[src/vibrato_modulated_delay_assert.svh]
// assertion helpers shared by the vibrato block
`ifndef VIBRATO_MODULATED_DELAY_ASSERT_SVH
`define VIBRATO_MODULATED_DELAY_ASSERT_SVH

// same-cycle implication
`define VMD_ASSERT_SAME(label, clk, rst_n, ante, cons) \
  label: assert property (@(posedge clk) disable iff (!rst_n) (ante) |-> (cons)) \
    else $error("vibrato check failed");

// next-cycle implication
`define VMD_ASSERT_NEXT(label, clk, rst_n, ante, cons) \
  label: assert property (@(posedge clk) disable iff (!rst_n) (ante) |=> (cons)) \
    else $error("vibrato check failed");

`endif

[src/vmd_ram.sv]
`default_nettype none

module vmd_ram #(
  parameter int unsigned WIDTH = 8,
  parameter int unsigned DEPTH = 16
) (
  input  logic                     clk_i,
  input  logic                     we_i,
  input  logic [$clog2(DEPTH)-1:0] waddr_i,
  input  logic [WIDTH-1:0]         wdata_i,
  input  logic [$clog2(DEPTH)-1:0] raddr_i,
  output logic [WIDTH-1:0]         rdata_o
);

  logic [WIDTH-1:0] mem_q [DEPTH];
  logic [WIDTH-1:0] rdata_q;

  always_ff @(posedge clk_i) begin
    if (we_i) begin
      mem_q[waddr_i] <= wdata_i;
    end
    rdata_q <= mem_q[raddr_i];
  end

  assign rdata_o = rdata_q;

endmodule

`default_nettype wire
[config.mk]
export PLATFORM = sky130hd
export DESIGN_NAME = vmd_ram
export DESIGN_NICKNAME = d
export VERILOG_FILES = /design/src/vibrato_modulated_delay_assert.svh /design/src/vmd_ram.sv
export SDC_FILE = /design/constraint.sdc
export NUM_CORES = 1
export LEC_CHECK = 0
export BUFFER_PORTS_ARGS = -buffer_cell sky130_fd_sc_hd__buf_4
export CORE_ASPECT_RATIO = 1.2
export CORE_MARGIN = 2
export CORE_UTILIZATION = 45
export DETAILED_ROUTE_END_ITERATION = 10
export PLACE_DENSITY = 0.6
export SYNTH_ARGS = -nofsm -noshare
export SYNTH_HDL_FRONTEND = slang
export SYNTH_SLANG_ARGS = --single-unit
[constraint.sdc]
create_clock -name clk_i -period 1.9 [get_ports clk_i]
set_input_delay 0.38 -clock clk_i [delete_from_list [all_inputs] [get_ports clk_i]]
set_output_delay 0.38 -clock clk_i [all_outputs]
set_load 0.02 [all_outputs]
* Word-level counts from Yosys, hierarchy flattened
Memories as Yosys holds them, arrays and structs flattened. A register that Yosys moved wholly into a read port is not among the register bits.
Index checks and enable logic that the tools add are counted.
W data, S select, Z words.
** Storage, ports and cells
- Memory bits (writable) :: 128
- Flip-flop bits (word level) :: 0
- Logic and storage cells :: 3
- Memories kept :: 1
- Output and inout bits :: 8
- Input bits :: 18
** Operators by class
- Multiplexer cells :: 2
** Memories
- mem_q :: depth 16, bits a word 8, read ports 1, clocked after Yosys merged registers in 1, write ports 1, line vmd_ram.sv:15 : logic [WIDTH-1:0] mem_q [DEPTH];
** Operators by type and width (number)
- $mux W1 :: 2

* Longest topological paths before layout
- Word-level depth :: 2
- Gate-level depth with buffers :: 5

* Least setup slack after synthesis
Ideal clock, no wire load.
- Path type :: input port to flip-flop
- From :: input waddr_i[2]
- To :: memory mem_q[0][0] (enable)
- Path buffers :: 0
- Slack :: 0.027 ns
- Data arrival time :: 1.490 ns
- Library setup time :: 0.383 ns
- Cell stages on the path :: 2
- Path through :: or3b_2 -> nor3_1
** RTL lines
- start: declaration :: line vmd_ram.sv:9 : input logic [$clog2(DEPTH)-1:0] waddr_i,
- end: declaration :: line vmd_ram.sv:15
No word-level cell before the write port.

==> reports/qor.txt <==
Outcome: completed
Relative contribution of sequential cells to total power: 0.459
Total standard cell area after synthesis: 5150 sq um
Syn Area/Cell: 22.5 sq um
Worst vdd ir: 614 uV
Reg2reg setup slack: 0.52 ns
Number of buffers added on ports: 25
Max Fanout on Critical Path: 1
Leakage power figure: 2.20 nW
Combinational fraction of design power: 0.050
Post-CTS Setup Inserts: 0
Global Route Usage Sum: 0.183
Number of vias per cell: 5.39
Area of placed instances: 5700 sq um
Pin count of the biggest net entering global routing: 18
Final RePlAce weighted congestion: 0.780
Unrepaired setup endpoints after global routing: false
HPWL after detailed placement: 6590 microns
Ys flop type: sky130_fd_sc_hd__edfxtp_1
First-pass GRT wire length: 15500 microns
Clock transition at path regs: 0.05 ns
Sink count of the clock tree: 136
Biggest cell delay along the critical path: 0.50 ns
Worst slew pin tran: 0.426 ns
Worst endpoint data arrival time: 1.67 ns
Worst reg2reg path depth: 3
Inserted Diodes: 0
Final routed DRC violation total: 0
Final hold violation count: 0
Buffer type at the clock tree root: sky130_fd_sc_hd__clkbuf_16
Proportion of netlist area held by the largest area contributor: 0.747
Die width: 102 microns
Final number of max-transition violations: 0
Final setup skew: 0.00506 ns
Post-layout nets: 309
Instance count of the mapped netlist: 229
Required time of the critical path: 2.19 ns
Syn. warnings: 0
Switching power share of the total: 0.187
Worst setup path category: register to register
Via Count: 2470
Clock power frac: 0.490
Die ar.: 12300 sq um
Sort of element at the end of the critical path: register
Number of gates resized after CTS: 0
H-Tree Depth: 4
CTS hold repair buffers: 0
Number of detailed-routing iterations run before antenna repair: 4
Post-synth net total: 247
Average wire per standard cell: 21.7 microns
Family of cells with the greatest summed delay on the critical path: multiplexers
Fraction of layout instances using a drive strength above 1: 0.336
Number of enable-type register cells in the synthesized netlist: 128
Worst r2r src: mem_q[2][0]
Cell type with the highest aggregate area in the netlist: sky130_fd_sc_hd__edfxtp_1
Share of the cycle needed by the critical path after routing: 0.727
Std-Cell Rows: 42
Seq/Total Area, Yosys: 0.778
Cell area after layout: 6360 sq um
Flip-flop and latch count after synthesis: 136
Die Ht: 121 microns
Sum of routed wire length over all layers: 9940 microns
Worst hold path stage count: 1
WP buf/inv: 0
Time the final worst path needs with I/O delays and setup: 1.38 ns
Async S/R FF share, synth: 0
Gr ovfl total: 0
Filler cells: 815
Number of violations reported at the end of detailed-routing iteration 0: 197
Internal power: 0.00597 W
Biggest area contributors in the synthesized netlist: sky130_fd_sc_hd__edfxtp_1 75%, sky130_fd_sc_hd__mux4_2 7.9%, sky130_fd_sc_hd__mux4_1 7.1%, sky130_fd_sc_hd__dfxtp_1 3.1%, sky130_fd_sc_hd__a22oi_1 2.3%
Placeable core area: 11100 sq um
Detail Route Antenna Nets: 0
Total setup violations reported at the end of the flow: 0
Vias in the first global route: 2610
Type of the most critical hold path: input pin to register
Worst slew margin relative to its limit: 0.716
Maximum clock frequency: 724 MHz
Power per Cell Area: 1160 nW/um^2
I/O pin count: 26
Switching pwr: 0.00138 W
Number of antenna violations at the first check in global routing: 0
Synth-to-Final Area Change: 23.6%
Worst-Skew Late Latency: 0.41 ns
Worst hold endpoint: mem_q[4][0]
TritonCTS clock tree: yes
Sequence of cells on the critical path: mux4_1, a22oi_1, nand2_1
Post-route setup TNS: 0 ns
Setup crit start kind: register
Number of CTS-inserted buffers: 17
Most repeated cell in the gate-level netlist after synthesis: sky130_fd_sc_hd__edfxtp_1
HP Start: wdata_i[0]
Slowest cell on the critical path: sky130_fd_sc_hd__mux4_1
Endpoint of the worst register-to-register path: rdata_o[0]
Number of distinct library cells after synthesis: 19
Max-Cap Viols: 0
Starting density of the core: 0.464
Post-synth top cells: 128 x sky130_fd_sc_hd__edfxtp_1, 18 x sky130_fd_sc_hd__mux4_2, 16 x sky130_fd_sc_hd__a22oi_1
Buffer depth of the longest clock path: 2
power by group through the flow:
stage                     combinational [W]  sequential, W  clock, W
after global routing               0.000402        0.00338   0.00379
after detailed placement           0.000377        0.00344         0
after global placement             0.000368        0.00344         0
after floorplan                    0.000170        0.00346         0
final                              0.000369        0.00338   0.00360
after CTS                          0.000377        0.00338   0.00365
flip-flops by register name, summed over array words and instances, names as in the netlist:
| signal | flops |
|---|---|
| rdata_o | 8 |
| mem_q | 128 |
worst max-delay path by stage:
stage                             end         from  cells past startpoint
after floorplan           mem_q[0][0]   waddr_i[2]                      2
after global placement     rdata_o[0]   raddr_i[0]                      5
after detailed placement   rdata_o[0]   raddr_i[0]                      5
after CTS                  rdata_o[7]   rdata_o[7]                      1
after global routing       rdata_o[0]  mem_q[1][0]                      3
final                      rdata_o[0]  mem_q[2][0]                      3
final cells by class:
cell class                 instances  area [sq um]  share of cell area
tap                              154           193              0.0303
clock buffer                      18           429              0.0675
multi-input combinational         83          1060               0.166
sequential                       136          4000               0.630
timing repair buffer              53           448              0.0704
clock inverter                    14           229              0.0360
worst register-to-register path, cell delays in order (launching register included):
cell	delay, ns
sky130_fd_sc_hd__edfxtp_1	0.37
sky130_fd_sc_hd__mux4_1	0.50
sky130_fd_sc_hd__a22oi_1	0.30
sky130_fd_sc_hd__nand2_1	0.09
kinds of logic (layout without fill, tap and decap cells):
family / Yosys count / after routing / synth area share
muxes: 32 / 32 / 0.150
AOI/OAI and AO/OA: 16 / 16 / 0.0233
and+or+nand+nor: 35 / 35 / 0.0318
DFF: 136 / 136 / 0.778
buffers and inverters: 10 / 85 / 0.0168
layer usage:
layer | global-route usage | part of all wire
met4 | 0.0625 | 0.011
met1 | 0.241 | 0.42
met3 | 0.0541 | 0.053
met2 | 0.291 | 0.51
met5 | 0 | 0
metrics by stage:
stage | utilization | hold WS [ns] | power, W | cells | setup slack (ns)
3_3_place_gp | 0.514 | 0.652 | 0.00381 | 426 | 0.165
5_1_grt | 0.574 | 0.282 | 0.00757 | 458 | 0.468
3_5_place_dp | 0.514 | 0.661 | 0.00382 | 426 | 0.147
2_1_floorplan | - | 0.479 | 0.00363 | 229 | 0.0271
6_report | 0.574 | 0.284 | 0.00735 | 458 | 0.520
4_1_cts | 0.574 | 0.269 | 0.00741 | 458 | 0.532
cell usage in the layout, fill, tap and decap left out, drive strengths merged, types with 2 or more instances in the layout:
master	synthesis	final
a22oi	16	16
buf	7	53
bufinv	0	6
clkbuf	0	18
clkinv	0	7
dfxtp	8	8
edfxtp	128	128
mux4	32	32
nand2	9	9
nand2b	2	2
nand3b	2	2
nor2	13	13
nor3	4	4
Note: power is estimated with default switching activity, not from simulation.
